==> src/cascaded_motor_current_controller_core_macros.svh <==
// Assertion macros shared by the controller modules.
// Depends on nothing; define ASSERT_OFF to compile the checks away.
`ifndef CASCADED_MOTOR_CURRENT_CONTROLLER_CORE_MACROS_SVH
`define CASCADED_MOTOR_CURRENT_CONTROLLER_CORE_MACROS_SVH

`ifndef ASSERT_OFF
`define CMCC_ASSERT_IMPL(lbl, clk, rst_n, ante, cons) \
    lbl: assert property (@(posedge clk) disable iff (!rst_n) (ante) |-> (cons)) \
        else $error("controller check failed");
`define CMCC_ASSERT_NEXT(lbl, clk, rst_n, ante, cons) \
    lbl: assert property (@(posedge clk) disable iff (!rst_n) (ante) |=> (cons)) \
        else $error("controller check failed");
`else
`define CMCC_ASSERT_IMPL(lbl, clk, rst_n, ante, cons)
`define CMCC_ASSERT_NEXT(lbl, clk, rst_n, ante, cons)
`endif

`endif

==> src/cmcc_pkg.sv <==
// Types, widths, limits and the clamp function of the motor current controller.
// Depends on nothing.
package cmcc_pkg;

    localparam int POS_W     = 32;
    localparam int SPD_W     = 16;
    localparam int CUR_W     = 13;
    localparam int TGT_W     = 20;
    localparam int MODE_W    = 2;
    localparam int CFG_IDX_W = 2;
    localparam int ERR_W     = POS_W + 1;
    localparam int DERR_W    = ERR_W + 1;
    localparam int WIDE_W    = 38;
    localparam int VERR_W    = SPD_W + 1;
    localparam int STEP_W    = CUR_W + 1;

    // The PD gains over the common divisor are 1 and 8, the speed gain is 2.
    localparam int PD_D_SHIFT = 3;
    localparam int VEL_SHIFT  = 1;

    localparam logic signed [CUR_W-1:0] CUR_LIMIT  = 13'sd2048;
    localparam logic signed [CUR_W-1:0] VEL_LIMIT  = 13'sd4000;
    localparam logic signed [CUR_W-1:0] SLEW_LIMIT = 13'sd2048;
    localparam logic signed [TGT_W-1:0] POS_LIMIT  = 20'sd500000;

    typedef enum logic [MODE_W-1:0] {
        MODE_CURRENT  = 2'd0,
        MODE_VELOCITY = 2'd1,
        MODE_POSITION = 2'd2
    } t_mode;

    typedef enum logic [CFG_IDX_W-1:0] {
        REG_MODE   = 2'd0,
        REG_TARGET = 2'd1
    } t_reg_idx;

    typedef struct packed {
        t_mode                     mode;
        logic signed [TGT_W-1:0]   target;
    } t_cfg;

    typedef struct packed {
        logic                      valid;
        logic signed [CUR_W-1:0]   value;
    } t_demand;

    function automatic logic signed [CUR_W-1:0] clamp_sym(
        input logic signed [WIDE_W-1:0] v,
        input logic signed [CUR_W-1:0]  lim
    );
        logic signed [WIDE_W-1:0] hi;
        logic signed [WIDE_W-1:0] lo;
        hi = WIDE_W'(lim);
        lo = -hi;
        if (v > hi) begin
            return lim;
        end else if (v < lo) begin
            return -lim;
        end
        return CUR_W'(v);
    endfunction

endpackage

==> src/cmcc_ifs.sv <==
// Handshake interfaces for the sample, result and configuration channels.
// Depends on cmcc_pkg.
interface cmcc_in_if;
    logic                                  valid;
    logic                                  ready;
    logic signed [cmcc_pkg::POS_W-1:0]     position;
    logic signed [cmcc_pkg::SPD_W-1:0]     speed;
    modport source (output valid, position, speed, input ready);
    modport sink (input valid, position, speed, output ready);
endinterface

interface cmcc_out_if;
    logic                                  valid;
    logic                                  ready;
    logic signed [cmcc_pkg::CUR_W-1:0]     current;
    modport source (output valid, current, input ready);
    modport sink (input valid, current, output ready);
endinterface

interface cmcc_cfg_if;
    logic                                  valid;
    logic                                  ready;
    logic [cmcc_pkg::CFG_IDX_W-1:0]        index;
    logic [cmcc_pkg::TGT_W-1:0]            data;
    modport source (output valid, index, data, input ready);
    modport sink (input valid, index, data, output ready);
endinterface

==> src/cmcc_cfg.sv <==
// Configuration register file holding the control mode and the target.
// Depends on cmcc_pkg and cmcc_cfg_if.
module cmcc_cfg (
    input  logic              i_clk,
    input  logic              i_rst_n,
    cmcc_cfg_if.sink          i_cfg,
    output cmcc_pkg::t_cfg    o_cfg
);

    cmcc_pkg::t_mode                        r_mode;
    logic signed [cmcc_pkg::TGT_W-1:0]      r_target;
    logic                                   w_wr;

    assign i_cfg.ready = 1'b1;
    assign w_wr        = i_cfg.valid && i_cfg.ready;

    always_ff @(posedge i_clk) begin
        if (!i_rst_n) begin
            r_mode   <= cmcc_pkg::MODE_CURRENT;
            r_target <= '0;
        end else if (w_wr) begin
            unique case (i_cfg.index)
                cmcc_pkg::REG_MODE: begin
                    r_mode <= cmcc_pkg::t_mode'(i_cfg.data[cmcc_pkg::MODE_W-1:0]);
                end
                cmcc_pkg::REG_TARGET: begin
                    r_target <= i_cfg.data;
                end
                default: begin
                end
            endcase
        end
    end

    assign o_cfg.mode   = r_mode;
    assign o_cfg.target = r_target;

endmodule

==> src/cmcc_demand.sv <==
// Sample register, position PD step and speed step giving the desired current.
// Depends on cmcc_pkg, cmcc_in_if and the assertion macros.
`include "cascaded_motor_current_controller_core_macros.svh"

module cmcc_demand (
    input  logic                 i_clk,
    input  logic                 i_rst_n,
    cmcc_in_if.sink              i_in,
    input  cmcc_pkg::t_cfg       i_cfg,
    output cmcc_pkg::t_demand    o_demand,
    input  logic                 i_demand_ready
);

    logic                                    r_in_valid;
    logic signed [cmcc_pkg::ERR_W-1:0]       r_err;
    logic signed [cmcc_pkg::SPD_W-1:0]       r_spd;
    logic signed [cmcc_pkg::ERR_W-1:0]       r_last_err;
    logic                                    r_demand_valid;
    logic signed [cmcc_pkg::CUR_W-1:0]       r_want;

    logic signed [cmcc_pkg::TGT_W-1:0]       w_pdes;
    logic signed [cmcc_pkg::ERR_W-1:0]       n_err;
    logic signed [cmcc_pkg::DERR_W-1:0]      w_derr;
    logic signed [cmcc_pkg::WIDE_W-1:0]      w_pd;
    logic signed [cmcc_pkg::CUR_W-1:0]       w_vdes;
    logic signed [cmcc_pkg::VERR_W-1:0]      w_verr;
    logic signed [cmcc_pkg::WIDE_W-1:0]      w_vcmd;
    logic signed [cmcc_pkg::CUR_W-1:0]       n_want;
    logic                                    w_pos_mode;
    logic                                    w_adv;
    logic                                    w_accept;

    // Position error is formed as the sample enters, since the target is static.
    always_comb begin
        if (i_cfg.target > cmcc_pkg::POS_LIMIT) begin
            w_pdes = cmcc_pkg::POS_LIMIT;
        end else if (i_cfg.target < -cmcc_pkg::POS_LIMIT) begin
            w_pdes = -cmcc_pkg::POS_LIMIT;
        end else begin
            w_pdes = i_cfg.target;
        end
        n_err = cmcc_pkg::ERR_W'(w_pdes) - cmcc_pkg::ERR_W'(i_in.position);
    end

    assign w_adv       = r_in_valid && (!r_demand_valid || i_demand_ready);
    assign i_in.ready  = !r_in_valid || w_adv;
    assign w_accept    = i_in.valid && i_in.ready;

    always_comb begin
        w_derr = cmcc_pkg::DERR_W'(r_err) - cmcc_pkg::DERR_W'(r_last_err);
        w_pd   = cmcc_pkg::WIDE_W'(r_err)
               + (cmcc_pkg::WIDE_W'(w_derr) <<< cmcc_pkg::PD_D_SHIFT);
        w_pos_mode = 1'b0;
        unique case (i_cfg.mode)
            cmcc_pkg::MODE_CURRENT: begin
                w_vdes = cmcc_pkg::clamp_sym(cmcc_pkg::WIDE_W'(i_cfg.target),
                                             cmcc_pkg::VEL_LIMIT);
            end
            cmcc_pkg::MODE_VELOCITY: begin
                w_vdes = cmcc_pkg::clamp_sym(cmcc_pkg::WIDE_W'(i_cfg.target),
                                             cmcc_pkg::VEL_LIMIT);
            end
            default: begin
                w_pos_mode = 1'b1;
                w_vdes     = cmcc_pkg::clamp_sym(w_pd, cmcc_pkg::VEL_LIMIT);
            end
        endcase
        w_verr = cmcc_pkg::VERR_W'(w_vdes) - cmcc_pkg::VERR_W'(r_spd);
        w_vcmd = cmcc_pkg::WIDE_W'(w_verr) <<< cmcc_pkg::VEL_SHIFT;
        if (i_cfg.mode == cmcc_pkg::MODE_CURRENT) begin
            n_want = cmcc_pkg::clamp_sym(cmcc_pkg::WIDE_W'(i_cfg.target),
                                         cmcc_pkg::CUR_LIMIT);
        end else begin
            n_want = cmcc_pkg::clamp_sym(w_vcmd, cmcc_pkg::CUR_LIMIT);
        end
    end

    always_ff @(posedge i_clk) begin
        if (!i_rst_n) begin
            r_in_valid     <= 1'b0;
            r_demand_valid <= 1'b0;
            r_last_err     <= '0;
        end else begin
            if (i_in.ready) begin
                r_in_valid <= i_in.valid;
            end
            if (!r_demand_valid || i_demand_ready) begin
                r_demand_valid <= r_in_valid;
            end
            if (w_adv && w_pos_mode) begin
                r_last_err <= r_err;
            end
        end
    end

    always_ff @(posedge i_clk) begin
        if (w_accept) begin
            r_err <= n_err;
            r_spd <= i_in.speed;
        end
        if (w_adv) begin
            r_want <= n_want;
        end
    end

    assign o_demand.valid = r_demand_valid;
    assign o_demand.value = r_want;

    `CMCC_ASSERT_IMPL(a_want_range, i_clk, i_rst_n, r_demand_valid,
        r_want <= cmcc_pkg::CUR_LIMIT && r_want >= -cmcc_pkg::CUR_LIMIT)
    `CMCC_ASSERT_NEXT(a_err_hold, i_clk, i_rst_n,
        w_adv && (i_cfg.mode == cmcc_pkg::MODE_CURRENT || i_cfg.mode == cmcc_pkg::MODE_VELOCITY),
        $stable(r_last_err))

endmodule

==> src/cmcc_slew.sv <==
// Slew limiter and result register; the result register is also the last current.
// Depends on cmcc_pkg, cmcc_out_if and the assertion macros.
`include "cascaded_motor_current_controller_core_macros.svh"

module cmcc_slew (
    input  logic                 i_clk,
    input  logic                 i_rst_n,
    input  cmcc_pkg::t_demand    i_demand,
    output logic                 o_demand_ready,
    cmcc_out_if.source           o_out
);

    logic                                    r_out_valid;
    logic signed [cmcc_pkg::CUR_W-1:0]       r_current;
    logic signed [cmcc_pkg::STEP_W-1:0]      w_diff;
    logic signed [cmcc_pkg::CUR_W-1:0]       w_step;
    logic signed [cmcc_pkg::STEP_W-1:0]      w_sum;
    logic signed [cmcc_pkg::CUR_W-1:0]       n_current;
    logic                                    w_load;

    assign o_demand_ready = !r_out_valid || o_out.ready;
    assign w_load         = i_demand.valid && o_demand_ready;

    always_comb begin
        w_diff    = cmcc_pkg::STEP_W'(i_demand.value) - cmcc_pkg::STEP_W'(r_current);
        w_step    = cmcc_pkg::clamp_sym(cmcc_pkg::WIDE_W'(w_diff), cmcc_pkg::SLEW_LIMIT);
        w_sum     = cmcc_pkg::STEP_W'(r_current) + cmcc_pkg::STEP_W'(w_step);
        n_current = w_sum[cmcc_pkg::CUR_W-1:0];
    end

    always_ff @(posedge i_clk) begin
        if (!i_rst_n) begin
            r_out_valid <= 1'b0;
            r_current   <= '0;
        end else begin
            if (o_demand_ready) begin
                r_out_valid <= i_demand.valid;
            end
            if (w_load) begin
                r_current <= n_current;
            end
        end
    end

    assign o_out.valid   = r_out_valid;
    assign o_out.current = r_current;

    `CMCC_ASSERT_IMPL(a_out_range, i_clk, i_rst_n, r_out_valid,
        r_current <= cmcc_pkg::CUR_LIMIT && r_current >= -cmcc_pkg::CUR_LIMIT)
    `CMCC_ASSERT_NEXT(a_load_shows, i_clk, i_rst_n, w_load, r_out_valid)

endmodule

==> src/cascaded_motor_current_controller_core.sv <==
// Cascaded position, velocity and current controller producing one current command
// per feedback item. A new item can be accepted in every clock cycle while the result
// channel is not stalled; an item passes through the sample register, where the
// position error is formed, then the desired-current register after the PD and speed
// steps, and is then held in the result register after the slew limiter. The stored
// position error and the last current each close their feedback loop within one stage,
// which sets the rate at one item per cycle. Configuration is written through its own
// channel, which is always ready, and must only be written while the block is idle.
// Depends on cmcc_pkg, the channel interfaces, cmcc_cfg, cmcc_demand and cmcc_slew.
module cascaded_motor_current_controller_core (
    input  logic          i_clk,
    input  logic          i_rst_n,
    cmcc_cfg_if.sink      i_cfg,
    cmcc_in_if.sink       i_in,
    cmcc_out_if.source    o_out
);

    cmcc_pkg::t_cfg       w_cfg;
    cmcc_pkg::t_demand    w_demand;
    logic                 w_demand_ready;

    cmcc_cfg u_cfg (
        .i_clk   (i_clk),
        .i_rst_n (i_rst_n),
        .i_cfg   (i_cfg),
        .o_cfg   (w_cfg)
    );

    cmcc_demand u_demand (
        .i_clk          (i_clk),
        .i_rst_n        (i_rst_n),
        .i_in           (i_in),
        .i_cfg          (w_cfg),
        .o_demand       (w_demand),
        .i_demand_ready (w_demand_ready)
    );

    cmcc_slew u_slew (
        .i_clk          (i_clk),
        .i_rst_n        (i_rst_n),
        .i_demand       (w_demand),
        .o_demand_ready (w_demand_ready),
        .o_out          (o_out)
    );

endmodule

==> src/flat_wrapper.sv <==
// flat-port wrapper written by rule: the top's interface ports become plain ports
module cascaded_motor_current_controller_core_flat 
  (i_clk, i_rst_n, i_cfg_valid, i_cfg_index, i_cfg_data, i_cfg_ready, i_in_valid, i_in_position, i_in_speed, i_in_ready, o_out_valid, o_out_current, o_out_ready);
  cmcc_cfg_if i_cfg_i ();
  cmcc_in_if i_in_i ();
  cmcc_out_if o_out_i ();
  input  logic i_clk;
  input  logic i_rst_n;
  input wire logic [$bits(i_cfg_i.valid)-1:0] i_cfg_valid;
  input wire logic [$bits(i_cfg_i.index)-1:0] i_cfg_index;
  input wire logic [$bits(i_cfg_i.data)-1:0] i_cfg_data;
  output wire logic [$bits(i_cfg_i.ready)-1:0] i_cfg_ready;
  input wire logic [$bits(i_in_i.valid)-1:0] i_in_valid;
  input wire logic [$bits(i_in_i.position)-1:0] i_in_position;
  input wire logic [$bits(i_in_i.speed)-1:0] i_in_speed;
  output wire logic [$bits(i_in_i.ready)-1:0] i_in_ready;
  output wire logic [$bits(o_out_i.valid)-1:0] o_out_valid;
  output wire logic [$bits(o_out_i.current)-1:0] o_out_current;
  input wire logic [$bits(o_out_i.ready)-1:0] o_out_ready;
  assign i_cfg_i.valid = i_cfg_valid;
  assign i_cfg_i.index = i_cfg_index;
  assign i_cfg_i.data = i_cfg_data;
  assign i_cfg_ready = i_cfg_i.ready;
  assign i_in_i.valid = i_in_valid;
  assign i_in_i.position = i_in_position;
  assign i_in_i.speed = i_in_speed;
  assign i_in_ready = i_in_i.ready;
  assign o_out_valid = o_out_i.valid;
  assign o_out_current = o_out_i.current;
  assign o_out_i.ready = o_out_ready;
  cascaded_motor_current_controller_core u_core (.i_clk(i_clk), .i_rst_n(i_rst_n), .i_cfg(i_cfg_i), .i_in(i_in_i), .o_out(o_out_i));
endmodule
==> config.mk <==
export PLATFORM = sky130hd
export DESIGN_NAME = cascaded_motor_current_controller_core_flat
export DESIGN_NICKNAME = d
export VERILOG_FILES = /design/src/cmcc_pkg.sv /design/src/cmcc_ifs.sv /design/src/cmcc_cfg.sv /design/src/cmcc_demand.sv /design/src/cmcc_slew.sv /design/src/cascaded_motor_current_controller_core.sv /design/src/flat_wrapper.sv
export VERILOG_INCLUDE_DIRS = /design/src /design/src/src
export SDC_FILE = /design/constraint.sdc
export NUM_CORES = 1
export LEC_CHECK = 0
export BUFFER_PORTS_ARGS = -buffer_cell sky130_fd_sc_hd__buf_4
export CELL_PAD_IN_SITES_DETAIL_PLACEMENT = 0
export CELL_PAD_IN_SITES_GLOBAL_PLACEMENT = 1
export CORE_MARGIN = 4
export CORE_UTILIZATION = 45
export CTS_CLUSTER_DIAMETER = 120
export DETAILED_ROUTE_END_ITERATION = 16
export GPL_TIMING_DRIVEN = 0
export PLACE_DENSITY_LB_ADDON = 0.05
export SYNTH_ARGS = -nofsm -noshare
export SYNTH_HDL_FRONTEND = slang
export SYNTH_SLANG_ARGS = --single-unit
==> constraint.sdc <==
create_clock -name i_clk -period 11.2 [get_ports i_clk]
set_input_delay 0.56 -clock i_clk [delete_from_list [all_inputs] [get_ports i_clk]]
set_output_delay 0.56 -clock i_clk [all_outputs]
set_load 0.03 [all_outputs]
==> results.toml, run 1 <==
[outcome]
status = "completed"

[logic_synthesis]
synth.top_cells.by_count = "nand2_1 (190), inv_1 (142), ha_1 (141)"
synthTopCellsByArea = "edfxtp_1 (15%), ha_1 (14%), dfxtp_1 (11%)"
syn_nets = 1808
yosysMostFrequentCell = "nand2_1"
synth_cells = 1586
ys_ff_latch = 133
synth_top_area_share = 0.145
synth_edf_count = 62
yosysSeqAreaShare = 0.256
synth_area_per_cell_sq_um = 8.08
synth_cell_type_count = 92
synth-async-reset-ratio = 0
synthFlopType = "dfxtp_1"
synthesis.area_sq_mm = 0.0128
ys_warn_count = 0
synth.largest_area_cell = "edfxtp_1"

[cts]
cts_resized = 0
root_buffer = "clkbuf_16"
path_clk_slew_ns = 0.08
cts_tree = "done"
h-tree-depth = 4
insertion_delay_ns = 0.43
cts_buffer_depth = 2
cts_hold_buf = 0
cts_setup_buffers = 0
cts_buffers = 17
cts_sinks = 133

[critical_path]
critPathSlowestCell = "o31ai_1"
cp-end-kind = "flip-flop"
cp_max_fo = 10
startpoint_type = "flip-flop"
cp.arrival_ns = 10.13
crit_type = "flip-flop to flip-flop"
critPathMaxStageDelay_ns = 0.57
critical_path_required_ns = 11.47

[final_layout]
fin_nets = 1917
multi_input_area_sq_mm = 0.00880
final_area_sq_mm = 0.0146
fillers = 2784
diodes = 0
seq_area_sq_mm = 0.00328
drive_gt1_frac = 0.0989
synthToLayoutAreaGrowth_pct = 14.0

[grt]
grt_pass1_wl_um = 55100
grt-ovfl-total = 0
grt_antenna_before_repair = 0
grt_pass1_vias = 10866
grt_max_degree = 29
grtUsageTotal = 0.217

[timing]
setup-violations-final = 0
clock-skew-final_ns = 0.0202
drv_slew = 0
max_freq_mhz = 102
max_slew_margin = 0.270
rsz0062_at_grt = "false"
tns_ns = 0
fin_crit_sh = 0.880
hold_violations = 0
period_needed_ns = 9.85
layout_setup_ws_ns = 1.35
worst_pin_slew_ns = 1.10
fin_hold_ws_ns = 0.299

[pwr]
p_per_area_mw_per_mm2 = 145
p_leak_nw = 6.08
ir_drop_mv = 0.114

[drt]
num_vias = 11359
drc = 0
wirelength_um = 33500
vias_per_cell = 5.45
drtAntennaViolNets = 0
drt_iter0_drc = 624
wire_per_inst_um = 16.1
drtPass1Iterations = 5

[run]
maxCapViolations = 0

[floorplan]
start_util = 0.459
ioPinCount = 91
die_area_sq_mm = 0.0313
std_cell_rows = 61
die_y_um = 177
core_area_sq_mm = 0.0279
die_w_um = 177

[placed_design]
hpwl_um = 26700
place_area_sq_mm = 0.0140
pre_cts_ws_ns = 1.37
finalWeightedCongestion = 0.906
portBuffers = 88

[hold_path]
hold_path_class = "primary input to flip-flop"
[power breakdown]
| part | total [W] | internal (W) | switching (W) |
|---|---|---|---|
| Clock | 0.000603 | 0.000339 | 0.000264 |
| Combinational | 0.000950 | 0.000400 | 0.000550 |
| Sequential | 0.000567 | 0.000540 | 0.0000266 |
| Total | 0.00212 | 0.00128 | 0.000840 |
[cells by family after synthesis]
kind of cell	Yosys count	share of synthesized area
other	1	0.000292
buffers and inverters	191	0.0588
AOI/OAI and AO/OA	488	0.258
muxes	9	0.00722
DFF	133	0.256
and+or+nand+nor	502	0.194
adders and majority gates	147	0.147
xor gates and xnor gates	115	0.0786
[sequential cells by signal (all words and copies together), names as in the netlist, named ones only]
| signal | flops |
|---|---|
| u_core.u_cfg.r_mode | 2 |
| u_core.u_demand.r_spd | 16 |
| u_core.u_cfg.r_target | 20 |
| u_core.u_demand.r_want | 13 |
| u_core.u_demand.r_in_valid | 1 |
| u_core.u_demand.r_demand_valid | 1 |
| u_core.u_demand.r_err | 33 |
| u_core.u_slew.o_out.valid | 1 |
| u_core.u_slew.o_out.current | 12 |
| u_core.u_demand.r_last_err | 33 |
[stage by stage]
step	util	std cells	total power, W
final	0.523	2086	0.00212
after CTS	0.523	2086	0.00214
after global routing	0.523	2086	0.00228
after detailed placement	0.501	2054	0.00152
after global placement	0.500	2052	0.00152
after floorplan	-	1586	0.00131
[final timing paths]
path                                         end  cells past startpoint                            from  slack (ns)
hold / removal          u_core.u_demand.r_spd[9]                      1                   i_in_speed[9]        0.30
hold reg to reg   u_core.u_demand.r_last_err[17]                      2  u_core.u_demand.r_last_err[17]        0.46
setup / recovery       u_core.u_demand.r_want[1]                     38       u_core.u_demand.r_err[10]        1.35
setup reg to reg       u_core.u_demand.r_want[1]                     38       u_core.u_demand.r_err[10]        1.35
[layout by cell type, fill, tap and decap left out, types with 10 or more instances in the layout]
cell type  instances
a211oi_1          15
a21boi_0          60
a21o_1            52
a21oi_1          122
a22o_1            15
and2_1            20
and3_1            14
buf_4             90
clkbuf_1          41
clkbuf_16         17
dfxtp_1           71
edfxtp_1          62
ha_1             141
inv_1            142
nand2_1          190
nand2b_1          23
nand3_1           33
nand4_1           15
nor2_1            82
nor2b_1           37
nor3_1            25
nor4_1            10
o21a_1            31
o21ai_0           76
o31ai_1           11
or2_2             10
xnor2_1           78
xor2_1            37
[worst max-delay path: cells and delay by family (launching register included)]
family          cells  cell delay, ns
compound gates     18            4.67
fa+ha+maj           3            0.96
xor+xnor            3            0.42
buf+inv             1            0.16
flops               1            0.46
simple gates       13            3.03
[area by class of cell]
type	count	area share
timing repair buffer	90	0.0476
tap	378	0.0324
clock buffer	17	0.0291
inverter	142	0.0365
sequential	133	0.225
buffer	49	0.0151
clock inverter	15	0.0127
multi-input combinational	1262	0.602
[layer usage]
| layer | part of all wire | vias to the layer above | track usage | wire length, um |
|---|---|---|---|---|
| li1 | - | 5907 | - | - |
| met1 | 0.49 | 5168 | 0.302 | 16500 |
| met2 | 0.45 | 246 | 0.356 | 15000 |
| met3 | 0.040 | 38 | 0.0252 | 1350 |
| met4 | 0.019 | 0 | 0.0609 | 632 |
| met5 | 0 | - | 0 | 0 |
No activity file was read; power rests on OpenSTA's default activity.
==> inputs of run 2 (changes only) <==
--- a/config.mk
+++ b/config.mk
@@ -15,4 +15,5 @@
 export DETAILED_ROUTE_END_ITERATION = 16
 export GPL_TIMING_DRIVEN = 0
+export HOLD_SLACK_MARGIN = 0.1
 export PLACE_DENSITY_LB_ADDON = 0.05
 export SYNTH_ARGS = -nofsm -noshare
==> constraint.sdc (replaced) <==
create_clock -name i_clk -period 11.2 [get_ports i_clk]
set_input_delay 0 -clock i_clk [delete_from_list [all_inputs] [get_ports i_clk]]
set_output_delay 0 -clock i_clk [all_outputs]
set_load 0.03 [all_outputs]
==> run 2 against run 1 <==
Final cell count rose by 2.1%. Critical path depth did not move. Die area did not move. Wire length rose by 1.5%. First-iteration DRC count fell by 8.7%. Non-clock buffer count rose by 43. Critical endpoint unchanged.
==> results.toml, run 2 (synthesis results as in run 1) <==
[critical_path]
path_buf_inv = 1
cp.arrival_ns = 10.14
critPathMaxStageDelay_ns = 0.57
startpoint_type = "flip-flop"
cp_max_fo = 10
cp_num_cells = 38
crit_family = "compound AO/OA/AOI/OAI gates"
worst_r2r_path_depth = 38
critPathSlowestCell = "o31ai_1"
critical_path_required_ns = 11.47
crit_type = "flip-flop to flip-flop"
cp-end-kind = "flip-flop"

[pwr]
power.switching_w = 0.000843
power_frac_comb = 0.451
clock_power_share = 0.283
ir_drop_mv = 0.114
seqPwrFrac = 0.266
switching_share = 0.395
p_per_area_mw_per_mm2 = 142
p_leak_nw = 6.26
cell_internal_pwr_w = 0.00129

[drt]
wire_per_inst_um = 16.0
drtAntennaViolNets = 0
wirelength_um = 34000
num_vias = 11519
vias_per_cell = 5.41
drt_iter0_drc = 570
drtPass1Iterations = 5
drc = 0

[grt]
grt_pass1_wl_um = 56100
grt-ovfl-total = 0
grtUsageTotal = 0.220
grt_antenna_before_repair = 0
grt_pass1_vias = 11063
grt_max_degree = 29

[cts]
insertion_delay_ns = 0.43
cts_tree = "done"
cts_setup_buffers = 0
root_buffer = "clkbuf_16"
cts_sinks = 133
path_clk_slew_ns = 0.07
cts_buffers = 17
cts_resized = 0
cts_buffer_depth = 2
h-tree-depth = 4

[timing]
period_needed_ns = 9.87
layout_setup_ws_ns = 1.33
setup-violations-final = 0
rsz0062_at_grt = "false"
hold_violations = 0
worst_pin_slew_ns = 1.03
fin_crit_sh = 0.881
max_slew_margin = 0.312
drv_slew = 0
tns_ns = 0
max_freq_mhz = 101
clock-skew-final_ns = 0.0202

[final_layout]
synthToLayoutAreaGrowth_pct = 17.4
multi_input_area_sq_mm = 0.00880
layout_common_cells = "nand2_1 (190), inv_1 (142), ha_1 (141)"
seq_area_sq_mm = 0.00328
top_regs = "u_core.u_demand.r_err (33), u_core.u_demand.r_last_err (33), u_core.u_cfg.r_target (20)"
layout_commonest_cell = "nand2_1"
drive_gt1_frac = 0.0965
diodes = 0
final_util = 0.539
fillers = 2737
fin_nets = 1960

[placed_design]
hpwl_um = 26700
pre_cts_ws_ns = 1.37
portBuffers = 88
finalWeightedCongestion = 0.906

[floorplan]
core_area_sq_mm = 0.0279
die_area_sq_mm = 0.0313
die_y_um = 177
ioPinCount = 91
die_w_um = 177
std_cell_rows = 61
start_util = 0.459

[hold_path]
hold_path_class = "primary input to flip-flop"
holdPathStages = 4

[outcome]
status = "completed"

[run]
maxCapViolations = 0
==> run 2: worst paths after layout <==
| check | from | end | slack, ns |
|---|---|---|---|
| min reg2reg | u_core.u_demand.r_last_err[17] | u_core.u_demand.r_last_err[17] | 0.46 |
| max | u_core.u_demand.r_err[10] | u_core.u_demand.r_want[1] | 1.33 |
| min | i_in_position[31] | u_core.u_demand.r_err[31] | 0.13 |
| max reg2reg | u_core.u_demand.r_err[10] | u_core.u_demand.r_want[1] | 1.33 |
==> run 2: cell type report <==
class | instances | share of cell area
buffer | 49 | 0.0147
inverter | 142 | 0.0354
tap | 378 | 0.0314
sequential | 133 | 0.218
timing repair buffer | 133 | 0.0748
clock buffer | 17 | 0.0283
multi-input combinational | 1262 | 0.585
clock inverter | 15 | 0.0123
==> run 2: per-stage QoR <==
stage / hold slack, ns / cell area [sq um] / total power (W) / instances
after floorplan: 0.0989 / 12800 / 0.00131 / 1586
after global placement: 0.178 / 14000 / 0.00152 / 2052
after detailed placement: 0.180 / 14000 / 0.00152 / 2054
after CTS: 0.119 / 15000 / 0.00215 / 2129
after global routing: 0.152 / 15000 / 0.00229 / 2129
final: 0.132 / 15000 / 0.00213 / 2129
==> run 2: power by group through the flow <==
stage          clock, W  combinational (W)  sequential (W)
6_report       0.000603           0.000963        0.000567
5_1_grt        0.000639            0.00108        0.000570
4_1_cts        0.000617           0.000963        0.000567
3_5_place_dp          0           0.000943        0.000578
3_3_place_gp          0           0.000939        0.000579
2_1_floorplan         0           0.000736        0.000570
==> run 2: timing repair <==
action,CTS,global route
hold buffers,43,0
setup endpoints to repair,0,0
hold endpoints to repair,53,0
==> run 2: worst register-to-register path: cells and delay by family (launching register included) <==
| kind | cells | cell delay [ns] |
|---|---|---|
| compound gates | 18 | 4.68 |
| simple gates | 13 | 3.03 |
| fa+ha+maj | 3 | 0.96 |
| flops | 1 | 0.46 |
| buf+inv | 1 | 0.16 |
| xor+xnor | 3 | 0.42 |
==> run 2: layer usage <==
metal | global-route usage | part of all wire
met3 | 0.0252 | 0.035
met5 | 0 | 0
met4 | 0.0613 | 0.019
met2 | 0.366 | 0.45
met1 | 0.304 | 0.49
==> inputs of run 3 (changes only) <==
CORE_ASPECT_RATIO = 1.4   (was default)
==> run 3 against run 2 <==
Non-clock buffer count rose by 2. Critical endpoint unchanged. First-iteration DRC count is 0.53% higher. Global-route usage grew 0.91 points. Count of clock-buffer cells in the layout increased by 1. Via count is 1.8% higher. Critical path depth unchanged. Combinational power rose by 1%. Largest power group unchanged. Register-to-register slack worse by 0.04 ns. Sequential power hardly changed. Highest routed layer unchanged. Sequential cell count is the same.
==> results.toml, run 3 (synthesis results as in run 1) <==
[cts]
h-tree-depth = 4
cts_tree = "done"
cts_sinks = 133
cts_setup_buffers = 0
cts_buffers = 17
cts_buffer_depth = 2
insertion_delay_ns = 0.44
cts_resized = 0
root_buffer = "clkbuf_16"
path_clk_slew_ns = 0.07

[floorplan]
die_w_um = 151
start_util = 0.461
std_cell_rows = 72
die_y_um = 208
ioPinCount = 91
die_area_sq_mm = 0.0313
core_area_sq_mm = 0.0278

[run]
maxCapViolations = 0

[drt]
wire_per_inst_um = 16.9
drt_iter0_drc = 573
drc = 0
drtAntennaViolNets = 0
vias_per_cell = 5.52
drtPass1Iterations = 4
num_vias = 11728
wirelength_um = 35800

[grt]
grt_pass1_vias = 11566
grt_pass1_wl_um = 57500
grtUsageTotal = 0.229
grt-ovfl-total = 0
grt_max_degree = 27
grt_antenna_before_repair = 0

[timing]
max_freq_mhz = 101
max_slew_margin = 0.319
fin_crit_sh = 0.885
setup-violations-final = 0
worst_pin_slew_ns = 1.01
clock-skew-final_ns = 0.0148
drv_slew = 0
period_needed_ns = 9.91
tns_ns = 0
hold_violations = 0
rsz0062_at_grt = "false"

[critical_path]
cp-end-kind = "flip-flop"
worstSetupEndpoint = "u_core.u_demand.r_want[1]"
worstSetupStartpoint = "u_core.u_demand.r_err[10]"
crit_type = "flip-flop to flip-flop"
regToRegSetupSlack_ns = 1.29
startpoint_type = "flip-flop"
critical_path_required_ns = 11.48
rr_startpoint = "u_core.u_demand.r_err[10]"
cp.arrival_ns = 10.19
critPathSlowestCell = "or4_4"
critPathMaxStageDelay_ns = 0.58
worst_r2r_path_depth = 38
cp_max_fo = 10
r2r-end = "u_core.u_demand.r_want[1]"

[final_layout]
layout_common_cells = "nand2_1 (190), inv_1 (142), ha_1 (141)"
drive_gt1_frac = 0.0964
fillers = 2688
diodes = 0
final_area_sq_mm = 0.0151
fin_cells = 2123
multi_input_area_sq_mm = 0.00880
layout_commonest_cell = "nand2_1"
synthToLayoutAreaGrowth_pct = 17.4
fin_nets = 1962
seq_area_sq_mm = 0.00328
top_regs = "u_core.u_demand.r_err (33), u_core.u_demand.r_last_err (33), u_core.u_cfg.r_target (20)"

[outcome]
status = "completed"

[placed_design]
hpwl_um = 28400
dp.cells = 2046
finalWeightedCongestion = 0.894
place_area_sq_mm = 0.0140
portBuffers = 88

[pwr]
p_per_area_mw_per_mm2 = 141
ir_drop_mv = 0.111
p_leak_nw = 6.27

[hold_path]
hold_path_class = "primary input to flip-flop"
## run 3: cell count changes in the layout (fill, tap and decap cells not counted), sizes merged
cell	delta
clkinvlp	-1
clkbuf	+1
buf	+1
inv	+3
dlygate4sd3	+1
clkinv	-2
bufinv	-1
## run 3: metal layers
layer,vias to the layer above,routed length (um),track usage,part of all wire
met2,209,17900,0.407,0.50
met5,-,0,0,0
met4,0,1510,0.101,0.042
met3,73,1190,0.0328,0.033
met1,5452,15200,0.271,0.42
li1,5994,-,-,-
## run 3: how the worst min path moves through the flow
stage                   start                        end  cells past startpoint
6_report          i_cfg_valid     u_core.u_cfg.r_mode[0]                      4
4_1_cts           i_cfg_valid     u_core.u_cfg.r_mode[0]                      4
2_1_floorplan   i_in_speed[0]   u_core.u_demand.r_spd[0]                      0
3_3_place_gp   i_in_speed[14]  u_core.u_demand.r_spd[14]                      1
5_1_grt           i_cfg_valid     u_core.u_cfg.r_mode[0]                      4
3_5_place_dp    i_in_speed[3]   u_core.u_demand.r_spd[3]                      1
## run 3: layout make-up
type | instances | area share
multi-input combinational | 1262 | 0.584
tap | 370 | 0.0307
clock buffer | 18 | 0.0299
inverter | 142 | 0.0354
buffer | 49 | 0.0147
sequential | 133 | 0.218
timing repair buffer | 135 | 0.0768
clock inverter | 14 | 0.00997
## run 3: metrics by stage
step	util	hold slack [ns]	total power, W	setup WS (ns)
CTS	0.541	0.101	0.00214	1.20
detailed placement	0.503	0.179	0.00153	1.29
floorplan	-	0.0989	0.00131	2.66
global placement	0.501	0.179	0.00153	1.27
global route	0.541	0.144	0.00227	0.509
finish	0.541	0.107	0.00213	1.29
## run 3: power by group
part / switching, W / internal, W / leakage (nW) / total [W]
logic: 0.000562 / 0.000411 / 4.79 / 0.000973
registers: 0.0000270 / 0.000541 / 1.18 / 0.000568
clock network: 0.000255 / 0.000330 / 0.298 / 0.000585
## run 3: what timing repair did
action / 4_1_cts / 5_1_grt
hold buffers: 44 / 0
setup endpoints to repair: 0 / 0
endpoints found under the hold margin: 53 / 0
## run 3: worst max-delay path, delay by kind of cell, from the launching register on
kind | cells | cell delay (ns)
and+or+nand+nor | 13 | 3.05
adders and majority gates | 3 | 0.93
buffers and inverters | 1 | 0.17
xor gates and xnor gates | 3 | 0.44
AOI/OAI and AO/OA | 18 | 4.69
DFF | 1 | 0.46
